[src/hdl/assert_macros.svh]
// Assertion macros shared by the frame receiver RTL.
`ifndef ASSERT_MACROS_SVH
`define ASSERT_MACROS_SVH

// Check cons in the same cycle as ante, outside reset.
`define RPCFR_ASSERT_SAME(label, ante, cons) \
  label: assert property (@(posedge clk) disable iff (!rst_n) (ante) |-> (cons)) \
    else $error("rpcfr assertion failed");

// Check cons in the cycle after ante, outside reset.
`define RPCFR_ASSERT_NEXT(label, ante, cons) \
  label: assert property (@(posedge clk) disable iff (!rst_n) (ante) |=> (cons)) \
    else $error("rpcfr assertion failed");

`endif

[src/hdl/rpcfr_pkg.sv]
// Types, codes and the CRC step shared by the frame receiver.
`timescale 1ns / 1ps
`default_nettype none
package rpcfr_pkg;

  localparam logic [15:0] CRC_INIT = 16'hEF4A;
  localparam logic [15:0] CRC_POLY = 16'h1021;
  localparam logic [15:0] STALL_LIMIT_RESET = 16'd200;
  localparam logic [15:0] MAX_BODY_RESET = 16'd4096;
  localparam logic [15:0] MSG_HDR_BYTES = 16'd8;
  localparam logic [7:0]  VERSION_ONE = 8'd1;
  localparam logic [7:0]  TYPE_REPLY = 8'd2;
  localparam logic [2:0]  HDR_BYTES = 3'd4;
  localparam logic [2:0]  HDR_LAST = 3'd3;

  // Item kinds
  localparam logic [1:0] MODE_BYTE = 2'd0;
  localparam logic [1:0] MODE_TICK = 2'd1;
  localparam logic [1:0] MODE_OVF  = 2'd2;

  // Verdict codes
  localparam logic [2:0] ST_REPLY_OK  = 3'd0;
  localparam logic [2:0] ST_CRC_FAIL  = 3'd1;
  localparam logic [2:0] ST_BAD_VER   = 3'd2;
  localparam logic [2:0] ST_TOO_SHORT = 3'd3;
  localparam logic [2:0] ST_NOT_REPLY = 3'd4;
  localparam logic [2:0] ST_OVERSIZE  = 3'd5;
  localparam logic [2:0] ST_STALLED   = 3'd6;
  localparam logic [2:0] ST_LOST      = 3'd7;

  // Configuration register indexes
  localparam logic CFG_STALL_LIMIT = 1'b0;
  localparam logic CFG_MAX_BODY    = 1'b1;

  typedef struct packed {
    logic [1:0] mode;
    logic [7:0] data_byte;
  } item_t;

  typedef struct packed {
    logic [2:0]  status;
    logic [31:0] sequence_res;
    logic [7:0]  service_id;
    logic [7:0]  request_id;
    logic [7:0]  message_type;
    logic [15:0] payload_length;
  } res_t;

  // CRC-16 over one byte, MSB first.
  function automatic logic [15:0] crc_byte(input logic [15:0] c, input logic [7:0] b);
    logic [15:0] x;
    x = c ^ {b, 8'h00};
    for (int i = 0; i < 8; i++) begin
      if (x[15]) begin
        x = {x[14:0], 1'b0} ^ CRC_POLY;
      end else begin
        x = {x[14:0], 1'b0};
      end
    end
    return x;
  endfunction

endpackage
`default_nettype wire

[src/hdl/rpcfr_in_stage.sv]
// Input register of the frame receiver.
`timescale 1ns / 1ps
`default_nettype none
module rpcfr_in_stage (
  input  wire logic           clk,
  input  wire logic           rst_n,
  input  wire logic           in_valid,
  output logic                in_stall,
  input  wire logic [1:0]     in_mode,
  input  wire logic [7:0]     in_data_byte,
  input  wire logic           adv,
  output logic                s1_valid,
  output rpcfr_pkg::item_t    s1_item
);

  logic             valid_r, valid_nxt;
  rpcfr_pkg::item_t item_r;
  logic             take;

  assign in_stall = valid_r & ~adv;
  assign take     = in_valid & ~in_stall;

  always_comb begin
    valid_nxt = valid_r;
    if (take) begin
      valid_nxt = 1'b1;
    end else if (adv) begin
      valid_nxt = 1'b0;
    end
  end

  always_ff @(posedge clk) begin
    if (!rst_n) begin
      valid_r <= 1'b0;
    end else begin
      valid_r <= valid_nxt;
    end
  end

  always_ff @(posedge clk) begin
    if (take) begin
      item_r.mode      <= in_mode;
      item_r.data_byte <= in_data_byte;
    end
  end

  assign s1_valid = valid_r;
  assign s1_item  = item_r;

endmodule
`default_nettype wire

[src/hdl/rpcfr_core.sv]
// Frame parser: header capture, running CRC, drain, stall timer and verdict.
`timescale 1ns / 1ps
`default_nettype none
`include "assert_macros.svh"
module rpcfr_core (
  input  wire logic             clk,
  input  wire logic             rst_n,
  input  wire logic             cfg_valid,
  input  wire logic             cfg_index,
  input  wire logic [15:0]      cfg_data,
  input  wire logic             fire,
  input  wire rpcfr_pkg::item_t item,
  output logic                  res_valid,
  output rpcfr_pkg::res_t       res
);

  logic [15:0] stall_limit_r, max_body_r;
  logic [2:0]  header_count_r, header_count_nxt;
  logic [15:0] frame_length_r, frame_length_nxt;
  logic [15:0] expected_crc_r, expected_crc_nxt;
  logic [15:0] body_count_r, body_count_nxt;
  logic [15:0] running_crc_r, running_crc_nxt;
  logic [31:0] message_header_r, message_header_nxt;
  logic [31:0] sequence_word_r, sequence_word_nxt;
  logic [15:0] drain_left_r, drain_left_nxt;
  logic        frame_active_r, frame_active_nxt;
  logic [15:0] idle_ticks_r, idle_ticks_nxt;
  logic        do_idle;
  logic [15:0] ticks_inc;
  logic [15:0] body_inc;
  logic [7:0]  b;

  always_ff @(posedge clk) begin
    if (!rst_n) begin
      stall_limit_r <= rpcfr_pkg::STALL_LIMIT_RESET;
      max_body_r    <= rpcfr_pkg::MAX_BODY_RESET;
    end else if (cfg_valid) begin
      unique case (cfg_index)
        rpcfr_pkg::CFG_STALL_LIMIT: stall_limit_r <= cfg_data;
        rpcfr_pkg::CFG_MAX_BODY:    max_body_r    <= cfg_data;
        default: ;
      endcase
    end
  end

  always_comb begin
    b                  = item.data_byte;
    header_count_nxt   = header_count_r;
    frame_length_nxt   = frame_length_r;
    expected_crc_nxt   = expected_crc_r;
    body_count_nxt     = body_count_r;
    running_crc_nxt    = running_crc_r;
    message_header_nxt = message_header_r;
    sequence_word_nxt  = sequence_word_r;
    drain_left_nxt     = drain_left_r;
    frame_active_nxt   = frame_active_r;
    idle_ticks_nxt     = idle_ticks_r;
    do_idle            = 1'b0;
    res_valid          = 1'b0;
    res                = '0;
    ticks_inc = (idle_ticks_r == 16'hFFFF) ? idle_ticks_r : idle_ticks_r + 16'd1;
    body_inc  = body_count_r + 16'd1;

    if (fire) begin
      unique case (item.mode)
        rpcfr_pkg::MODE_TICK: begin
          if (frame_active_r) begin
            idle_ticks_nxt = ticks_inc;
            if (ticks_inc >= stall_limit_r) begin
              do_idle    = 1'b1;
              res_valid  = 1'b1;
              res.status = rpcfr_pkg::ST_STALLED;
            end
          end
        end
        rpcfr_pkg::MODE_OVF: begin
          do_idle = 1'b1;
          if (frame_active_r) begin
            res_valid  = 1'b1;
            res.status = rpcfr_pkg::ST_LOST;
          end
        end
        rpcfr_pkg::MODE_BYTE: begin
          idle_ticks_nxt   = '0;
          frame_active_nxt = 1'b1;
          if (drain_left_r != '0) begin
            drain_left_nxt = drain_left_r - 16'd1;
            if (drain_left_r == 16'd1) begin
              do_idle = 1'b1;
            end
          end else if (header_count_r < rpcfr_pkg::HDR_BYTES) begin
            case (header_count_r[1:0])
              2'd0:    frame_length_nxt = {8'h00, b};
              2'd1:    frame_length_nxt = {b, frame_length_r[7:0]};
              2'd2:    expected_crc_nxt = {8'h00, b};
              default: expected_crc_nxt = {b, expected_crc_r[7:0]};
            endcase
            header_count_nxt = header_count_r + 3'd1;
            if (header_count_r == rpcfr_pkg::HDR_LAST) begin
              body_count_nxt  = '0;
              running_crc_nxt = rpcfr_pkg::CRC_INIT;
              if (frame_length_r > max_body_r) begin
                drain_left_nxt = frame_length_r;
                res_valid      = 1'b1;
                res.status     = rpcfr_pkg::ST_OVERSIZE;
              end else if (frame_length_r < rpcfr_pkg::MSG_HDR_BYTES) begin
                do_idle    = 1'b1;
                res_valid  = 1'b1;
                res.status = rpcfr_pkg::ST_TOO_SHORT;
              end
            end
          end else begin
            running_crc_nxt = rpcfr_pkg::crc_byte(running_crc_r, b);
            if (body_count_r < 16'd4) begin
              message_header_nxt[{body_count_r[1:0], 3'b000} +: 8] = b;
            end else if (body_count_r < 16'd8) begin
              sequence_word_nxt[{body_count_r[1:0], 3'b000} +: 8] = b;
            end
            body_count_nxt = body_inc;
            if (body_inc >= frame_length_r) begin
              do_idle   = 1'b1;
              res_valid = 1'b1;
              if (running_crc_nxt != expected_crc_r) begin
                res.status = rpcfr_pkg::ST_CRC_FAIL;
              end else if (message_header_nxt[31:24] != rpcfr_pkg::VERSION_ONE) begin
                res.status = rpcfr_pkg::ST_BAD_VER;
              end else if (message_header_nxt[7:0] != rpcfr_pkg::TYPE_REPLY) begin
                res.status = rpcfr_pkg::ST_NOT_REPLY;
              end else begin
                res.status = rpcfr_pkg::ST_REPLY_OK;
              end
              res.sequence_res   = sequence_word_nxt;
              res.service_id     = message_header_nxt[23:16];
              res.request_id     = message_header_nxt[15:8];
              res.message_type   = message_header_nxt[7:0];
              res.payload_length = frame_length_r - rpcfr_pkg::MSG_HDR_BYTES;
            end
          end
        end
        default: ;
      endcase
    end

    // Drop back to idle after a verdict, at the end of a drain, or on an overflow notice.
    if (do_idle) begin
      header_count_nxt   = '0;
      frame_length_nxt   = '0;
      expected_crc_nxt   = '0;
      body_count_nxt     = '0;
      running_crc_nxt    = rpcfr_pkg::CRC_INIT;
      message_header_nxt = '0;
      sequence_word_nxt  = '0;
      drain_left_nxt     = '0;
      frame_active_nxt   = 1'b0;
      idle_ticks_nxt     = '0;
    end
  end

  always_ff @(posedge clk) begin
    if (!rst_n) begin
      header_count_r   <= '0;
      frame_length_r   <= '0;
      expected_crc_r   <= '0;
      body_count_r     <= '0;
      running_crc_r    <= rpcfr_pkg::CRC_INIT;
      message_header_r <= '0;
      sequence_word_r  <= '0;
      drain_left_r     <= '0;
      frame_active_r   <= 1'b0;
      idle_ticks_r     <= '0;
    end else begin
      header_count_r   <= header_count_nxt;
      frame_length_r   <= frame_length_nxt;
      expected_crc_r   <= expected_crc_nxt;
      body_count_r     <= body_count_nxt;
      running_crc_r    <= running_crc_nxt;
      message_header_r <= message_header_nxt;
      sequence_word_r  <= sequence_word_nxt;
      drain_left_r     <= drain_left_nxt;
      frame_active_r   <= frame_active_nxt;
      idle_ticks_r     <= idle_ticks_nxt;
    end
  end

  `RPCFR_ASSERT_SAME(a_hdr_count_range, 1'b1, header_count_r <= rpcfr_pkg::HDR_BYTES)
  `RPCFR_ASSERT_SAME(a_drain_in_frame, drain_left_r != '0,
                     frame_active_r && (header_count_r == rpcfr_pkg::HDR_BYTES))
  `RPCFR_ASSERT_SAME(a_idle_clean, !frame_active_r,
                     (header_count_r == '0) && (idle_ticks_r == '0))

endmodule
`default_nettype wire

[src/hdl/rpcfr_out_reg.sv]
// Result register of the frame receiver.
`timescale 1ns / 1ps
`default_nettype none
module rpcfr_out_reg (
  input  wire logic            clk,
  input  wire logic            rst_n,
  input  wire logic            adv,
  input  wire logic            res_valid,
  input  wire rpcfr_pkg::res_t res,
  input  wire logic            out_stall,
  output logic                 out_valid,
  output rpcfr_pkg::res_t      out_res
);

  logic            valid_r, valid_nxt;
  rpcfr_pkg::res_t res_r;

  always_comb begin
    valid_nxt = valid_r;
    if (adv) begin
      valid_nxt = res_valid;
    end else if (!out_stall) begin
      valid_nxt = 1'b0;
    end
  end

  always_ff @(posedge clk) begin
    if (!rst_n) begin
      valid_r <= 1'b0;
    end else begin
      valid_r <= valid_nxt;
    end
  end

  always_ff @(posedge clk) begin
    if (adv && res_valid) begin
      res_r <= res;
    end
  end

  assign out_valid = valid_r;
  assign out_res   = res_r;

endmodule
`default_nettype wire

[src/hdl/rpc_frame_receiver.sv]
// Top level of the framed RPC receive path: input register, parser, result register.
//
// Use: feed one word per accepted cycle on the in_ channel. in_mode selects a
// received UART byte (in_data_byte), a one millisecond tick or a receive
// overflow notice. Each frame is a 4-byte little-endian header (body length,
// body CRC) then the body. The block gives at most one result word per input
// word on the out_ channel: a verdict at the end of a body, too short or
// oversize at the end of the header, stalled after stall_limit ticks without
// a byte, or lost bytes on an overflow notice during a frame.
// Path: an input word is held in the input register, then its result in the
// result register; a stall on out_ can hold the word between the two.
// Throughput: one input word per cycle unless out_stall holds a result; the parser
// (CRC step and header capture) is a single combinational pass between the two regs.
// Stall: while out_stall holds a result, the input register fills and then
// in_stall rises, so a backlog of at most one word waits inside the block.
// Reset (rst_n low, synchronous): both channels empty, parser idle, CRC at
// its seed, stall_limit back to 200 and max_body back to 4096.
// Configuration: cfg_ready is always high; write only while the block is idle.
`timescale 1ns / 1ps
`default_nettype none
`include "assert_macros.svh"
module rpc_frame_receiver (
  input  wire logic        clk,
  input  wire logic        rst_n,
  input  wire logic        in_valid,
  output logic             in_stall,
  input  wire logic [1:0]  in_mode,
  input  wire logic [7:0]  in_data_byte,
  output logic             out_valid,
  input  wire logic        out_stall,
  output logic [2:0]       out_status,
  output logic [31:0]      out_sequence_res,
  output logic [7:0]       out_service_id,
  output logic [7:0]       out_request_id,
  output logic [7:0]       out_message_type,
  output logic [15:0]      out_payload_length,
  input  wire logic        cfg_valid,
  output logic             cfg_ready,
  input  wire logic        cfg_index,
  input  wire logic [15:0] cfg_data
);

  logic             s1_valid;
  rpcfr_pkg::item_t s1_item;
  logic             adv;
  logic             core_res_valid;
  rpcfr_pkg::res_t  core_res;
  rpcfr_pkg::res_t  out_res;

  // Advance the held word once the result register is empty or draining.
  assign adv       = s1_valid & (~out_valid | ~out_stall);
  assign cfg_ready = 1'b1;

  rpcfr_in_stage u_in (
    .clk          (clk),
    .rst_n        (rst_n),
    .in_valid     (in_valid),
    .in_stall     (in_stall),
    .in_mode      (in_mode),
    .in_data_byte (in_data_byte),
    .adv          (adv),
    .s1_valid     (s1_valid),
    .s1_item      (s1_item)
  );

  rpcfr_core u_core (
    .clk       (clk),
    .rst_n     (rst_n),
    .cfg_valid (cfg_valid & cfg_ready),
    .cfg_index (cfg_index),
    .cfg_data  (cfg_data),
    .fire      (adv),
    .item      (s1_item),
    .res_valid (core_res_valid),
    .res       (core_res)
  );

  rpcfr_out_reg u_out (
    .clk       (clk),
    .rst_n     (rst_n),
    .adv       (adv),
    .res_valid (core_res_valid),
    .res       (core_res),
    .out_stall (out_stall),
    .out_valid (out_valid),
    .out_res   (out_res)
  );

  assign out_status         = out_res.status;
  assign out_sequence_res   = out_res.sequence_res;
  assign out_service_id     = out_res.service_id;
  assign out_request_id     = out_res.request_id;
  assign out_message_type   = out_res.message_type;
  assign out_payload_length = out_res.payload_length;

  `RPCFR_ASSERT_SAME(a_stall_needs_word, in_stall, s1_valid && out_valid && out_stall)
  `RPCFR_ASSERT_NEXT(a_result_lands, adv && core_res_valid, out_valid)
  `RPCFR_ASSERT_NEXT(a_no_result_clears, adv && !core_res_valid, !out_valid)

endmodule
`default_nettype wire
[config.mk]
export PLATFORM = sky130hd
export DESIGN_NAME = rpc_frame_receiver
export DESIGN_NICKNAME = d
export VERILOG_FILES = /design/src/hdl/rpcfr_pkg.sv /design/src/hdl/rpcfr_in_stage.sv /design/src/hdl/rpcfr_core.sv /design/src/hdl/rpcfr_out_reg.sv /design/src/hdl/rpc_frame_receiver.sv
export VERILOG_INCLUDE_DIRS = /design/src /design/src/hdl
export SDC_FILE = /design/constraint.sdc
export NUM_CORES = 1
export LEC_CHECK = 0
export BUFFER_PORTS_ARGS = -buffer_cell sky130_fd_sc_hd__buf_2
export CORE_MARGIN = 8
export CORE_UTILIZATION = 34
export CTS_BUF_LIST = sky130_fd_sc_hd__clkbuf_16
export CTS_CLUSTER_DIAMETER = 30
export CTS_CLUSTER_SIZE = 20
export DETAILED_ROUTE_END_ITERATION = 16
export PLACE_DENSITY_LB_ADDON = 0.1
export SLEW_MARGIN = 10
export SYNTH_ARGS = -nofsm -noshare
export SYNTH_HDL_FRONTEND = slang
export SYNTH_SLANG_ARGS = --single-unit
[constraint.sdc]
create_clock -name clk -period 8.08 [get_ports clk]
set_input_delay 0 -clock clk [delete_from_list [all_inputs] [get_ports clk]]
set_output_delay 0 -clock clk [all_outputs]
set_load 0.05 [all_outputs]
==> results.yml <==
timing:
  fmaxAchievable_mhz: 185.8
  final-setup-viol-count: 0
  maxSlewHeadroom_pct: 24.79
  grt_setup_unrepaired: "no"
  finalClockSkew_ns: 0.02025
  finalHoldViolCount: 0
  final_max_slew_viol_count: 0
  finalWorstPathRequiredPeriod_ns: 5.381
  finalCritPeriodShare_pct: 66.59
  totalNegativeSetupSlack_ns: 0
  transition_time_of_the_tightest_slew_check_pin_ns: 1.128
finish:
  nets: 1828
  antenna_cells_inserted: 0
  mostFrequentLayoutCells: "sky130_fd_sc_hd__nand2_1 (215), sky130_fd_sc_hd__dfxtp_1 (198), sky130_fd_sc_hd__nor2_1 (184)"
  final-instance-count-excl-fill: 2333
  most_common_library_cell_in_the_layout_ignoring_fill_and_taps: "sky130_fd_sc_hd__nand2_1"
  areaGrowthSynthToFinish_pct: 30.35
  drive_above_1_share_pct: 15.99
global_routing:
  grt_max_degree: 100
  track_usage_pct: 17.39
  grt_overflow_total: 0
  first_global_vias: 12170
  grt_first_pass_wirelength_um: 66830
  grt_antenna_before_repair: 0
worst_setup_path:
  crit_end: "u_out.out_res[70]$_SDFFCE_PP0P_"
  setup.worst_path.end_class: "flop"
  rr_startpoint: "u_core.idle_ticks_r[0]$_SDFFE_PP0P_"
  path_class: "flop to flop"
  cp_data_required_time_ns: 8.28
  rr_endpoint: "u_out.out_res[70]$_SDFFCE_PP0P_"
  reg2reg_depth: 14
  rrSetupSlack_ns: 2.70
  timing.critical_path.from_type: "flop"
  crit_path_max_fanout: 49
  crit_path_launch: "u_core.idle_ticks_r[0]$_SDFFE_PP0P_"
  worst-endpoint-arrival_ns: 5.58
yosys:
  synth.net_count: 1669
  seq_area_frac_synth_pct: 46.56
  postSynthRegisterBits: 283
  ys_warn_count: 0
  synth_ff_type: "sky130_fd_sc_hd__dfxtp_1"
  synth.avg_cell_area_um2: 8.892
  netlist_area_um2: 14000
  ys_types: 76
  synthArstFlopShare_pct: 0
  post_synth_edffs: 85
  synthCells: 1574
cts:
  clk_path_buf_depth: 3
  post_cts_buffers: 0
  clock_tree.htree_level_count: 3
  clock_tree.root_cell: "sky130_fd_sc_hd__clkbuf_16"
  clock_sinks: 283
  worst_setup_hold_path_clk_slew_ns: 0.04
  tritoncts.num_buffers: 80
  tritoncts_clock_tree: "done"
  clk_latency_ns: 0.59
floorplan:
  placementRows: 74
  die_height_um: 218.9
  die_w_um: 218.9
  top_level_ports: 110
  die_area_um2: 47910
  core_area_um2: 40740
  initial_utilization_pct: 34.36
worst_hold_path:
  hp-start: "in_data_byte[0]"
  hold_path_class: "primary input to flop"
placed_design:
  gp_congestion: 0.8137
  place_inst: 2145
  detailedPlacementHpwl_um: 28040
  place.port_buffers: 108
route:
  drt-pass1-iter-count: 5
  routedWlPerCell_um: 18.08
  drt-initial-drc-count: 664
  ant_nets: 0
  post_drt_via_cell_ratio: 5.168
  via_count: 12056
  drt_drc: 0
  detail_route.wirelength_um: 42180
power_and_ir_drop:
  power-per-cell-area_nw_per_um2: 273.7
  internal_power_uw: 3915
  clock_power_share_pct: 66.3
  power.switching_uw: 1079
  vdd_drop_max_mv: 0.1666
  power_frac_seq_pct: 29.9
  total_leakage_power_uw: 0.006595
  power_switching_share_pct: 21.60
  p_comb_share_pct: 3.9
run_status:
  status: "finished, final reports clean"
job:
  drv.max_cap_violation_count: 0
## cells by family (layout without fill, tap and decap cells)
| family | Yosys count | after routing | synth area share [%] |
|---|---|---|---|
| AO/OA/AOI/OAI | 353 | 353 | 16.11 |
| XOR/XNOR | 72 | 72 | 4.774 |
| adder cells (fa/ha/maj) | 63 | 63 | 5.632 |
| buffers and inverters | 151 | 378 | 4.443 |
| flip-flops | 283 | 283 | 46.56 |
| multiplexers | 13 | 13 | 0.9476 |
| other | 1 | 1 | 0.02679 |
| AND/OR/NAND/NOR | 638 | 638 | 21.51 |
## critical path: stages, from the launching register on
cell	delay, ns
sky130_fd_sc_hd__dfxtp_1	0.40
sky130_fd_sc_hd__ha_1	0.21
sky130_fd_sc_hd__nand3_1	0.13
sky130_fd_sc_hd__nor4_1	0.87
sky130_fd_sc_hd__nor2_1	0.23
sky130_fd_sc_hd__and3_1	0.27
sky130_fd_sc_hd__xor2_1	0.16
sky130_fd_sc_hd__ha_1	0.33
sky130_fd_sc_hd__nand4_1	0.10
sky130_fd_sc_hd__nor2_1	0.12
sky130_fd_sc_hd__a211oi_1	0.06
sky130_fd_sc_hd__o22ai_1	0.22
sky130_fd_sc_hd__o221ai_1	0.27
sky130_fd_sc_hd__a21boi_4	0.88
sky130_fd_sc_hd__buf_4	0.66
## cell usage after synthesis, types with 5 or more instances
cell type	count	area, µm²
sky130_fd_sc_hd__o21ai_0	35	175.2
sky130_fd_sc_hd__nand2b_1	16	100.1
sky130_fd_sc_hd__and4_1	6	52.55
sky130_fd_sc_hd__a21o_1	5	37.54
sky130_fd_sc_hd__and3_1	21	131.4
sky130_fd_sc_hd__a21oi_1	143	715.7
sky130_fd_sc_hd__nor2_1	184	690.7
sky130_fd_sc_hd__nor3_1	21	105.1
sky130_fd_sc_hd__nor2b_1	9	56.30
sky130_fd_sc_hd__ha_1	63	788.3
sky130_fd_sc_hd__nor4_1	11	68.82
sky130_fd_sc_hd__clkbuf_1	50	187.7
sky130_fd_sc_hd__or3_1	7	43.79
sky130_fd_sc_hd__o22ai_1	8	50.05
sky130_fd_sc_hd__xnor2_1	47	411.6
sky130_fd_sc_hd__nand4_1	25	156.4
sky130_fd_sc_hd__edfxtp_1	85	2552
sky130_fd_sc_hd__a31oi_1	5	31.28
sky130_fd_sc_hd__inv_1	61	229.0
sky130_fd_sc_hd__mux2i_1	11	110.1
sky130_fd_sc_hd__nand3b_1	10	75.07
sky130_fd_sc_hd__xor2_1	23	201.4
sky130_fd_sc_hd__a22oi_1	100	750.7
sky130_fd_sc_hd__dfxtp_1	198	3964
sky130_fd_sc_hd__and2_1	18	112.6
sky130_fd_sc_hd__a221oi_1	7	61.31
sky130_fd_sc_hd__nand2_1	216	810.8
sky130_fd_sc_hd__or4_1	6	45.04
sky130_fd_sc_hd__buf_2	38	190.2
sky130_fd_sc_hd__nand3_1	61	305.3
sky130_fd_sc_hd__o211ai_1	10	75.07
## power groups by stage
stage	Combinational, µW	Sequential (µW)	Clock (µW)
2_1_floorplan	117	1510	0
5_1_grt	213	1490	3440
6_report	193	1490	3310
3_3_place_gp	180	1510	0
3_5_place_dp	180	1520	0
4_1_cts	196	1490	3370
## per-layer routing
metal  wire length (µm)  track usage [%]
met3               1912            3.291
met5                  0                0
met4                990            6.628
met1              18870            21.89
met2              20410            29.22
## through the flow
step	total power (µW)	instance area [µm²]	hold WS [ns]	util [%]	setup slack, ns
2_1_floorplan	1630	14000	0.08887	-	1.258
3_3_place_gp	1695	14990	0.1790	36.78	2.849
3_5_place_dp	1695	14990	0.1801	36.78	2.706
4_1_cts	5054	18240	0.1172	44.78	2.664
5_1_grt	5147	18240	0.1527	44.78	2.189
6_report	4994	18240	0.1373	44.78	2.699
## cell type report
class,count,area [µm²]
Inverter,61,229.0
Tap cell,532,665.6
Sequential cell,283,6516
Clock buffer,85,2127
Timing Repair Buffer,167,1079
Multi-Input combinational cell,1140,6877
Clock inverter,65,750.7
Fill cell,4042,22500
## worst min path at each step
stage | to | slack [ns] | depth (start not counted)
floorplan | u_core.max_body_r[12]$_SDFFE_PN1P_ | 0.09 | 1
global placement | u_in.s1_item[6]$_DFFE_PP_ | 0.18 | 1
detailed placement | u_in.s1_item[0]$_DFFE_PP_ | 0.18 | 1
CTS | u_in.s1_item[0]$_DFFE_PP_ | 0.12 | 2
global route | u_in.s1_item[9]$_DFFE_PP_ | 0.15 | 2
finish | u_in.s1_item[0]$_DFFE_PP_ | 0.14 | 2
## flip-flops by register name, indices dropped and copies added (netlist names), 16 cells and up
name	count
u_core.max_body_r	16
u_core.expected_crc_r	16
u_core.stall_limit_r	16
u_core.drain_left_r	16
u_core.running_crc_r	16
u_core.body_count_r	16
u_core.message_header_r	32
u_core.idle_ticks_r	16
u_out.out_res	75
u_core.sequence_word_r	32
u_core.frame_length_r	16
## timing repair
action	CTS	global route
resized for setup	0	0
hold endpoints to repair	46	0
hold buffers	38	0
No activity file was read; power rests on OpenSTA's default activity.
